**config.mk**
```make
export PLATFORM = sky130hd
export DESIGN_NAME = staggered_output_rise_sequencer_top_flat
export DESIGN_NICKNAME = d
export VERILOG_FILES = /design/src/rtl/sors_pkg.sv /design/src/rtl/sors_stream_if.sv /design/src/rtl/sors_lane.sv /design/src/rtl/sors_merge.sv /design/src/rtl/staggered_output_rise_sequencer_top.sv /design/src/flat_wrapper.sv
export SDC_FILE = /design/constraint.sdc
export NUM_CORES = 1
export LEC_CHECK = 0
export ABC_AREA = 1
export BUFFER_PORTS_ARGS = -buffer_cell sky130_fd_sc_hd__buf_2
export CAP_MARGIN = 10
export CORE_ASPECT_RATIO = 0.6
export CORE_MARGIN = 5
export CORE_UTILIZATION = 28
export CTS_CLUSTER_DIAMETER = 30
export DETAILED_ROUTE_END_ITERATION = 12
export GPL_TIMING_DRIVEN = 0
export PLACE_DENSITY = 0.42
export SLEW_MARGIN = 20
export SYNTH_ARGS = -nofsm -noshare
export SYNTH_HDL_FRONTEND = slang
export SYNTH_HIERARCHICAL = 1
export SYNTH_SLANG_ARGS = --single-unit
```
**constraint.sdc**
```tcl
create_clock -name clock -period 2.2 [get_ports clock]
set_input_delay 0.33 -clock clock [delete_from_list [all_inputs] [get_ports clock]]
set_output_delay 0.33 -clock clock [all_outputs]
set_load 0.01 [all_outputs]
```
**src/rtl/sors_pkg.sv**
```systemverilog
// ----------------------------------------------------------------------------
// sors_pkg
// Shared types and constants of the staggered output rise sequencer: command
// codes, register indexes, lane geometry and the transaction payloads.
// ----------------------------------------------------------------------------
package sors_pkg;

   // channel geometry
   localparam int NUM_CHANNELS_DEFAULT = 64;
   localparam int LANE_W               = 8;
   localparam int LANE_IDX_W           = 3;
   localparam int STATION_W            = 6;
   localparam int MAP_W                = 64;
   localparam int TIME_W               = 32;

   // configuration registers
   localparam int ACT_W       = 7;
   localparam int STAGGER_W   = 16;
   localparam int CSR_IDX_W   = 1;
   localparam int CSR_DATA_W  = 16;
   localparam logic [CSR_IDX_W-1:0] CSR_ACTIVE_STATIONS = 1'd0;
   localparam logic [CSR_IDX_W-1:0] CSR_STAGGER_MS      = 1'd1;
   localparam logic [ACT_W-1:0]     ACTIVE_RESET        = 7'd64;
   localparam logic [STAGGER_W-1:0] STAGGER_RESET       = 16'd250;

   // command codes
   typedef enum logic [1:0] {
      CMD_ADVANCE      = 2'd0,
      CMD_RISE_DONE    = 2'd1,
      CMD_CLEAR_TIMING = 2'd2
   } cmd_type;

   // request transaction
   typedef struct packed {
      cmd_type             cmd;
      logic [MAP_W-1:0]    desired_bits;
      logic [MAP_W-1:0]    priority_bits;
      logic [TIME_W-1:0]   now_ms;
      logic                rise_enable;
   } req_payload_type;

   // response transaction
   typedef struct packed {
      logic                 changed;
      logic                 rise_valid;
      logic [STATION_W-1:0] rising_station;
      logic [MAP_W-1:0]     applied_out;
   } rsp_payload_type;

   // what one lane found
   typedef struct packed {
      logic                  fall_any;
      logic                  pri_hit;
      logic [LANE_IDX_W-1:0] pri_idx;
      logic                  pend_hit;
      logic [LANE_IDX_W-1:0] pend_idx;
   } lane_res_type;

   // merged decision
   typedef struct packed {
      logic                 fall_any;
      logic                 rise;
      logic [STATION_W-1:0] station;
   } merge_res_type;

endpackage

```
**src/rtl/sors_stream_if.sv**
```systemverilog
// ----------------------------------------------------------------------------
// sors_stream_if
// Valid/ready channel carrying one payload per transaction.
// ----------------------------------------------------------------------------
interface sors_stream_if #(
   parameter type payload_type = logic
);
   logic        valid;
   logic        ready;
   payload_type payload;

   modport source (output valid, output payload, input ready);
   modport sink   (input valid, input payload, output ready);
endinterface

```
**src/rtl/sors_lane.sv**
```systemverilog
// ----------------------------------------------------------------------------
// sors_lane
// One slice of channels: clears unwanted outputs and finds the lowest pending
// priority channel and the lowest pending channel of the slice.
// ----------------------------------------------------------------------------
module sors_lane
   import sors_pkg::*;
(
   input  logic [LANE_W-1:0] applied_bits,
   input  logic [LANE_W-1:0] desired_bits,
   input  logic [LANE_W-1:0] priority_bits,
   input  logic [LANE_W-1:0] used_mask,
   output logic [LANE_W-1:0] kept_bits,
   output lane_res_type      lane_res
);

   logic [LANE_W-1:0] fall;
   logic [LANE_W-1:0] pend;
   logic [LANE_W-1:0] pend_pri;

   // falls and pending rises
   assign fall      = applied_bits & ~desired_bits & used_mask;
   assign kept_bits = applied_bits & ~fall;
   assign pend      = desired_bits & ~applied_bits & used_mask;
   assign pend_pri  = pend & priority_bits;

   // lowest set bit of each candidate set
   always_comb begin
      lane_res          = '0;
      lane_res.fall_any = |fall;
      lane_res.pri_hit  = |pend_pri;
      lane_res.pend_hit = |pend;
      for (int i = LANE_W - 1; i >= 0; i--) begin
         if (pend_pri[i]) begin
            lane_res.pri_idx = LANE_IDX_W'(i);
         end
         if (pend[i]) begin
            lane_res.pend_idx = LANE_IDX_W'(i);
         end
      end
   end

endmodule

```
**src/rtl/sors_merge.sv**
```systemverilog
// ----------------------------------------------------------------------------
// sors_merge
// Combines the lane results: any fall, and the single channel to raise
// (lowest priority hit over all lanes, else lowest pending hit).
// ----------------------------------------------------------------------------
module sors_merge
   import sors_pkg::*;
#(
   parameter int NUM_LANES = NUM_CHANNELS_DEFAULT / LANE_W
) (
   input  lane_res_type  lane_res [NUM_LANES],
   input  logic          rise_ok,
   output merge_res_type merge_res
);

   logic                 pri_any;
   logic                 pend_any;
   logic [STATION_W-1:0] pri_station;
   logic [STATION_W-1:0] pend_station;

   // lowest lane wins for each candidate class
   always_comb begin
      pri_any      = 1'b0;
      pend_any     = 1'b0;
      pri_station  = '0;
      pend_station = '0;
      merge_res    = '0;
      for (int l = NUM_LANES - 1; l >= 0; l--) begin
         if (lane_res[l].fall_any) begin
            merge_res.fall_any = 1'b1;
         end
         if (lane_res[l].pri_hit) begin
            pri_any     = 1'b1;
            pri_station = (STATION_W'(l) << LANE_IDX_W) | STATION_W'(lane_res[l].pri_idx);
         end
         if (lane_res[l].pend_hit) begin
            pend_any     = 1'b1;
            pend_station = (STATION_W'(l) << LANE_IDX_W) | STATION_W'(lane_res[l].pend_idx);
         end
      end
      // priority channels first
      merge_res.rise = rise_ok && pend_any;
      if (merge_res.rise) begin
         merge_res.station = pri_any ? pri_station : pend_station;
      end
   end

endmodule

```
**src/rtl/staggered_output_rise_sequencer_top.sv**
```systemverilog
// ----------------------------------------------------------------------------
// staggered_output_rise_sequencer_top
// Output channel bitmap with staggered switch-on.
//
// req_chan carries one command transaction: advance (clear unwanted channels,
// raise at most one pending channel once the stagger interval has passed),
// restart the stagger timer, or clear it. rsp_chan returns exactly one
// transaction per request with the change flags, the raised channel and the
// bitmap after the step.
// The response is registered in the output stage before rsp_chan shows it.
// Throughput: one transaction per cycle while req_chan.ready is high; the lanes,
// the merge and the state update all settle in the accept cycle, so the bitmap
// feedback loop sets the rate.
// A two-entry output stage (register plus skid) lets a new request in while
// a response waits; req_chan.ready is low while both entries are full and
// rises the cycle after the receiver takes the older response.
// Reset (synchronous, active high) clears the bitmap and the stagger timer,
// sets active_stations to 64 and stagger_ms to 250, and empties the output stage.
// The csr port is to be written only while the block is idle; the block does not enforce it.
// ----------------------------------------------------------------------------
module staggered_output_rise_sequencer_top
   import sors_pkg::*;
#(
   parameter int NUM_CHANNELS = NUM_CHANNELS_DEFAULT
) (
   input  logic                  clock,
   input  logic                  reset,
   sors_stream_if.sink           req_chan,
   sors_stream_if.source         rsp_chan,
   input  logic                  csr_write_en,
   input  logic [CSR_IDX_W-1:0]  csr_index,
   input  logic [CSR_DATA_W-1:0] csr_write_data
);

   localparam int NUM_LANES = (NUM_CHANNELS + LANE_W - 1) / LANE_W;
   localparam int PAD_W     = NUM_LANES * LANE_W;

   // state
   logic [ACT_W-1:0]        active_ff;
   logic [STAGGER_W-1:0]    stagger_ff;
   logic [NUM_CHANNELS-1:0] applied_ff,   applied_in;
   logic [TIME_W-1:0]       next_rise_ff, next_rise_in;
   logic                    timing_ff,    timing_in;

   // output stage
   logic            out_valid_ff,  out_valid_in;
   rsp_payload_type out_data_ff,   out_data_in;
   logic            skid_valid_ff, skid_valid_in;
   rsp_payload_type skid_data_ff,  skid_data_in;

   req_payload_type req;
   rsp_payload_type rsp_new;
   logic            accept;
   logic            out_fire;
   logic            advance;

   logic [ACT_W-1:0]  active_eff;
   logic [PAD_W-1:0]  used_pad;
   logic [PAD_W-1:0]  applied_pad;
   logic [PAD_W-1:0]  desired_pad;
   logic [PAD_W-1:0]  priority_pad;
   logic [PAD_W-1:0]  kept_pad;
   logic [PAD_W-1:0]  result_pad;
   logic [TIME_W-1:0] time_diff;
   logic [TIME_W-1:0] rise_deadline;
   logic              rise_ok;
   lane_res_type      lane_res [NUM_LANES];
   merge_res_type     merge_res;

   // handshake
   assign req      = req_chan.payload;
   assign req_chan.ready = !skid_valid_ff;
   assign accept   = req_chan.valid && !skid_valid_ff;
   assign out_fire = out_valid_ff && rsp_chan.ready;
   assign rsp_chan.valid   = out_valid_ff;
   assign rsp_chan.payload = out_data_ff;
   assign advance  = (req.cmd == CMD_ADVANCE);

   // channels in use, saturated to the channel count
   assign active_eff = (active_ff > ACT_W'(NUM_CHANNELS)) ? ACT_W'(NUM_CHANNELS) : active_ff;

   genvar g;
   generate
      for (g = 0; g < PAD_W; g++) begin : g_used
         assign used_pad[g] = (ACT_W'(g) < active_eff);
      end
   endgenerate

   assign applied_pad  = PAD_W'(applied_ff);
   assign desired_pad  = PAD_W'(req.desired_bits[NUM_CHANNELS-1:0]);
   assign priority_pad = PAD_W'(req.priority_bits[NUM_CHANNELS-1:0]);

   // stagger interval check, wrap-safe
   assign time_diff     = req.now_ms - next_rise_ff;
   assign rise_ok       = req.rise_enable && !(timing_ff && time_diff[TIME_W-1]);
   assign rise_deadline = req.now_ms + TIME_W'(stagger_ff);

   // channel lanes
   generate
      for (g = 0; g < NUM_LANES; g++) begin : g_lane
         sors_lane u_lane (
            .applied_bits  (applied_pad[g*LANE_W +: LANE_W]),
            .desired_bits  (desired_pad[g*LANE_W +: LANE_W]),
            .priority_bits (priority_pad[g*LANE_W +: LANE_W]),
            .used_mask     (used_pad[g*LANE_W +: LANE_W]),
            .kept_bits     (kept_pad[g*LANE_W +: LANE_W]),
            .lane_res      (lane_res[g])
         );
      end
   endgenerate

   sors_merge #(
      .NUM_LANES (NUM_LANES)
   ) u_merge (
      .lane_res  (lane_res),
      .rise_ok   (rise_ok),
      .merge_res (merge_res)
   );

   assign result_pad = merge_res.rise ? (kept_pad | (PAD_W'(1) << merge_res.station)) : kept_pad;

   // next state and response
   always_comb begin
      applied_in   = applied_ff;
      next_rise_in = next_rise_ff;
      timing_in    = timing_ff;
      rsp_new      = '0;
      case (req.cmd)
         CMD_ADVANCE: begin
            applied_in = result_pad[NUM_CHANNELS-1:0];
            if (merge_res.rise) begin
               next_rise_in = rise_deadline;
               timing_in    = 1'b1;
            end
            rsp_new.changed        = merge_res.fall_any || merge_res.rise;
            rsp_new.rise_valid     = merge_res.rise;
            rsp_new.rising_station = merge_res.station;
         end
         CMD_RISE_DONE: begin
            next_rise_in = rise_deadline;
            timing_in    = 1'b1;
         end
         CMD_CLEAR_TIMING: begin
            next_rise_in = '0;
            timing_in    = 1'b0;
         end
         default: begin
         end
      endcase
      rsp_new.applied_out = MAP_W'(applied_in);
   end

   // output register and skid entry
   always_comb begin
      out_valid_in  = out_valid_ff;
      out_data_in   = out_data_ff;
      skid_valid_in = skid_valid_ff;
      skid_data_in  = skid_data_ff;
      if (skid_valid_ff) begin
         if (out_fire) begin
            out_data_in   = skid_data_ff;
            skid_valid_in = 1'b0;
         end
      end else if (accept) begin
         if (!out_valid_ff || out_fire) begin
            out_valid_in = 1'b1;
            out_data_in  = rsp_new;
         end else begin
            skid_valid_in = 1'b1;
            skid_data_in  = rsp_new;
         end
      end else if (out_fire) begin
         out_valid_in = 1'b0;
      end
   end

   // control and state registers
   always_ff @(posedge clock) begin
      if (reset) begin
         applied_ff    <= '0;
         next_rise_ff  <= '0;
         timing_ff     <= 1'b0;
         out_valid_ff  <= 1'b0;
         skid_valid_ff <= 1'b0;
      end else begin
         if (accept) begin
            applied_ff   <= applied_in;
            next_rise_ff <= next_rise_in;
            timing_ff    <= timing_in;
         end
         out_valid_ff  <= out_valid_in;
         skid_valid_ff <= skid_valid_in;
      end
   end

   // configuration registers
   always_ff @(posedge clock) begin
      if (reset) begin
         active_ff  <= ACTIVE_RESET;
         stagger_ff <= STAGGER_RESET;
      end else if (csr_write_en) begin
         case (csr_index)
            CSR_ACTIVE_STATIONS: active_ff  <= csr_write_data[ACT_W-1:0];
            CSR_STAGGER_MS:      stagger_ff <= csr_write_data[STAGGER_W-1:0];
            default: begin
            end
         endcase
      end
   end

   // payload registers
   always_ff @(posedge clock) begin
      out_data_ff  <= out_data_in;
      skid_data_ff <= skid_data_in;
   end

`ifndef NO_ASSERTIONS
   // skid entry only fills behind a waiting response
   a_skid_behind_out: assert property (@(posedge clock) disable iff (reset)
      skid_valid_ff |-> out_valid_ff)
      else $error("skid entry valid without output entry");

   // a raised channel was off before the step
   a_rise_was_off: assert property (@(posedge clock) disable iff (reset)
      (accept && advance && merge_res.rise) |-> !applied_pad[merge_res.station])
      else $error("raised channel already on");

   // a rise arms the stagger timer
   a_rise_arms_timer: assert property (@(posedge clock) disable iff (reset)
      (accept && advance && merge_res.rise) |=> timing_ff)
      else $error("rise did not arm stagger timer");

   // timer commands leave the bitmap alone
   a_timer_cmd_keeps_map: assert property (@(posedge clock) disable iff (reset)
      (accept && !advance) |=> (applied_ff == $past(applied_ff)))
      else $error("timer command changed the bitmap");
`endif

endmodule
```
**src/flat_wrapper.sv**
```systemverilog
// flat-port wrapper written by rule: the top's interface ports become plain ports
module staggered_output_rise_sequencer_top_flat import sors_pkg::*;
#(
   parameter int NUM_CHANNELS = NUM_CHANNELS_DEFAULT
)
  (clock, reset, csr_write_en, csr_index, csr_write_data, req_chan_valid, req_chan_payload, req_chan_ready, rsp_chan_valid, rsp_chan_payload, rsp_chan_ready);
  sors_stream_if req_chan_i ();
  sors_stream_if rsp_chan_i ();
  input  logic clock;
  input  logic reset;
  input  logic csr_write_en;
  input  logic [CSR_IDX_W-1:0] csr_index;
  input  logic [CSR_DATA_W-1:0] csr_write_data;
  input wire logic [$bits(req_chan_i.valid)-1:0] req_chan_valid;
  input wire logic [$bits(req_chan_i.payload)-1:0] req_chan_payload;
  output wire logic [$bits(req_chan_i.ready)-1:0] req_chan_ready;
  output wire logic [$bits(rsp_chan_i.valid)-1:0] rsp_chan_valid;
  output wire logic [$bits(rsp_chan_i.payload)-1:0] rsp_chan_payload;
  input wire logic [$bits(rsp_chan_i.ready)-1:0] rsp_chan_ready;
  assign req_chan_i.valid = req_chan_valid;
  assign req_chan_i.payload = req_chan_payload;
  assign req_chan_ready = req_chan_i.ready;
  assign rsp_chan_valid = rsp_chan_i.valid;
  assign rsp_chan_payload = rsp_chan_i.payload;
  assign rsp_chan_i.ready = rsp_chan_ready;
  staggered_output_rise_sequencer_top #(.NUM_CHANNELS(NUM_CHANNELS)) u_core (.clock(clock), .reset(reset), .req_chan(req_chan_i), .rsp_chan(rsp_chan_i), .csr_write_en(csr_write_en), .csr_index(csr_index), .csr_write_data(csr_write_data));
endmodule
```
==> reports/metrics.yaml <==
cts_tree: "done"
worstPathArrival_ns: 2.20
relSlewSlack_pct: 51.1
cts_hold_buf: 0
diodes: 0
fp.coreArea_sq_mm: 0.0324
place.gp.congestion: 0.948
reg2reg_depth: 12
rows: 51
syn2layout_area_growth_pct: 20.5
timing.hold.ws_ns: 0.151
drt_iter0_drc: 883
overflow: 0
leakagePower_uw: 0.00556
setup_slack_ns: 0.139
power.density_mw_per_mm2: 537
reg2reg_from: "u_core/active_ff[2]"
numPortBuffers: 25
hold_path_depth: 3
r2r-end: "u_core/rsp_chan.payload"
grt_util_all_layers_pct: 20.9
min_from: "csr_write_data[7]"
final_common_cell: "nand2_1"
synth.cell_area_sq_mm: 0.00919
hold_violations: 0
cts-root-buf: "clkbuf_16"
worst_setup_path_start_kind: "flop"
final_cells: 2238
slew_violations: 0
synth.avg_cell_area_sq_um: 5.86
dieArea_sq_mm: 0.0367
antenna_found_initial: 1
cts.sinks: 108
fin_crit_sh_pct: 93.7
vias_per_cell: 4.56
grt_pass1_vias: 8984
pre_cts_slack_ns: -0.606
path_clk_slew_ns: 0.08
drv_cap: 0
ir_drop_v: 0.000369
pin_count: 26
dp_cells: 2216
worstSkewPairLatency_ns: 0.39
crit_slowest_cell: "dfxtp_1"
slowest_delay_ns: 0.30
ctsLongestPathBuffers: 2
crit_top_cell: "nand2_1"
ys_warn_count: 6
crit_fanout: 10
die_x_um: 244
hpwl_um: 31600
wl_per_cell_um: 17.0
timing.fmax_ghz: 0.485
rsz0062_at_grt: "yes"
critPathBufInv: 3
cts_max_level: 3
outcome: "completed"
drc: 0
path_cells: "clkbuf_4, nor2_1, nand3_1, nand2_1, nand2_4, buf_4, nand3_1, a21oi_1, inv_1, nand2_2, nand2_1, nand2_1"
grt_pass1_wl_um: 56800
vias: 10200
period_minus_slack_ns: 2.06
fin_nets: 1832
die_h_um: 150
required_ns: 2.34
initial_core_util_pct: 28.3
drive_above_1_share_pct: 14.8
final_cell_mix: "334 x nand2_1, 214 x nor2_1, 203 x inv_1"
hold_end: "u_core/stagger_ff[7]"
ant_nets: 0
tns_ns: 0
grt_max_degree: 22
criticalPathCategory: "flop to flop"
worst_pin_slew_ns: 0.733
setup_violations: 0
cpLargestDelayFamily: "simple AND/OR/NAND/NOR gates"
reg2reg_slack_ns: 0.14
syn_inst: 1568
skew_ns: 0.0143
drt_pre_antenna_iters: 5
setup.worst_path.end_class: "flop"
cts-buffers-inserted: 9
wirelength_um: 38000
holdCritPathClass: "input pin to flop"
[report_power, final]
group	internal, uW	total [uW]	switching, uW
registers	2100	2210	104
logic	609	1980	1370
clock network	816	1760	948
total	3530	5950	2420
[through the flow]
stage	total power, uW	cell area [sq um]	utilization [%]
4_1_cts	5700	11000	33.9
3_5_place_dp	3900	10600	32.7
2_1_floorplan	3630	9940	-
6_report	5950	11100	34.1
3_3_place_gp	3890	10600	32.7
5_1_grt	6340	11100	34.1
[state kept, by name (all words and copies together), names as in the netlist]
| name | cells |
|---|---|
| u_core/active_ff | 7 |
| u_core/applied_ff | 64 |
| u_core/next_rise_ff | 16 |
| u_core/rsp_chan.payload | 1 |
| u_core/rsp_chan.valid | 1 |
| u_core/skid_data_ff | 1 |
| u_core/skid_valid_ff | 1 |
| u_core/stagger_ff | 16 |
| u_core/timing_ff | 1 |
[final cells by class]
type | count | area (sq um)
Timing Repair Buffer | 31 | 183
Inverter | 261 | 983
Buffer | 57 | 274
Multi-Input combinational cell | 1341 | 6610
Tap cell | 424 | 531
Sequential cell | 108 | 2180
Fill cell | 3724 | 21300
Clock buffer | 9 | 225
Clock inverter | 7 | 76.3
[worst max-delay path by stage]
stage | start | end | cells after the start
global placement | u_core/active_ff[6] | u_core/applied_ff[37] | 8
global route | u_core/active_ff[3] | u_core/applied_ff[57] | 11
floorplan | u_core/active_ff[1] | u_core/applied_ff[13] | 9
detailed placement | u_core/active_ff[1] | u_core/applied_ff[37] | 9
CTS | u_core/active_ff[1] | u_core/applied_ff[46] | 11
finish | u_core/active_ff[2] | u_core/rsp_chan.payload | 12
[worst reg2reg max path: stages (launching register included)]
cell,delay (ns)
dfxtp_1,0.30
clkbuf_4,0.20
nor2_1,0.14
nand3_1,0.08
nand2_1,0.21
nand2_4,0.11
buf_4,0.20
nand3_1,0.11
a21oi_1,0.08
inv_1,0.10
nand2_2,0.14
nand2_1,0.10
nand2_1,0.05
[layer usage]
| metal | GRT usage [%] | vias up | share of wire (%) |
|---|---|---|---|
| li1 | - | 5314 | - |
| met1 | 35.4 | 4614 | 57 |
| met2 | 27.2 | 244 | 35 |
| met3 | 3.21 | 23 | 6.6 |
| met4 | 2.68 | 0 | 0.85 |
| met5 | 0 | - | 0 |
[timing repair]
| item | in CTS | in global routing |
|---|---|---|
| pin swaps | 0 | 2 |
| endpoints found under the setup margin | 20 | 26 |
| gates resized for setup | 22 | 14 |
| setup buffers | 1 | 5 |
| endpoints found under the hold margin | 0 | 0 |
| gates cloned | 0 | 0 |
No activity file was read; power rests on OpenSTA's default activity.
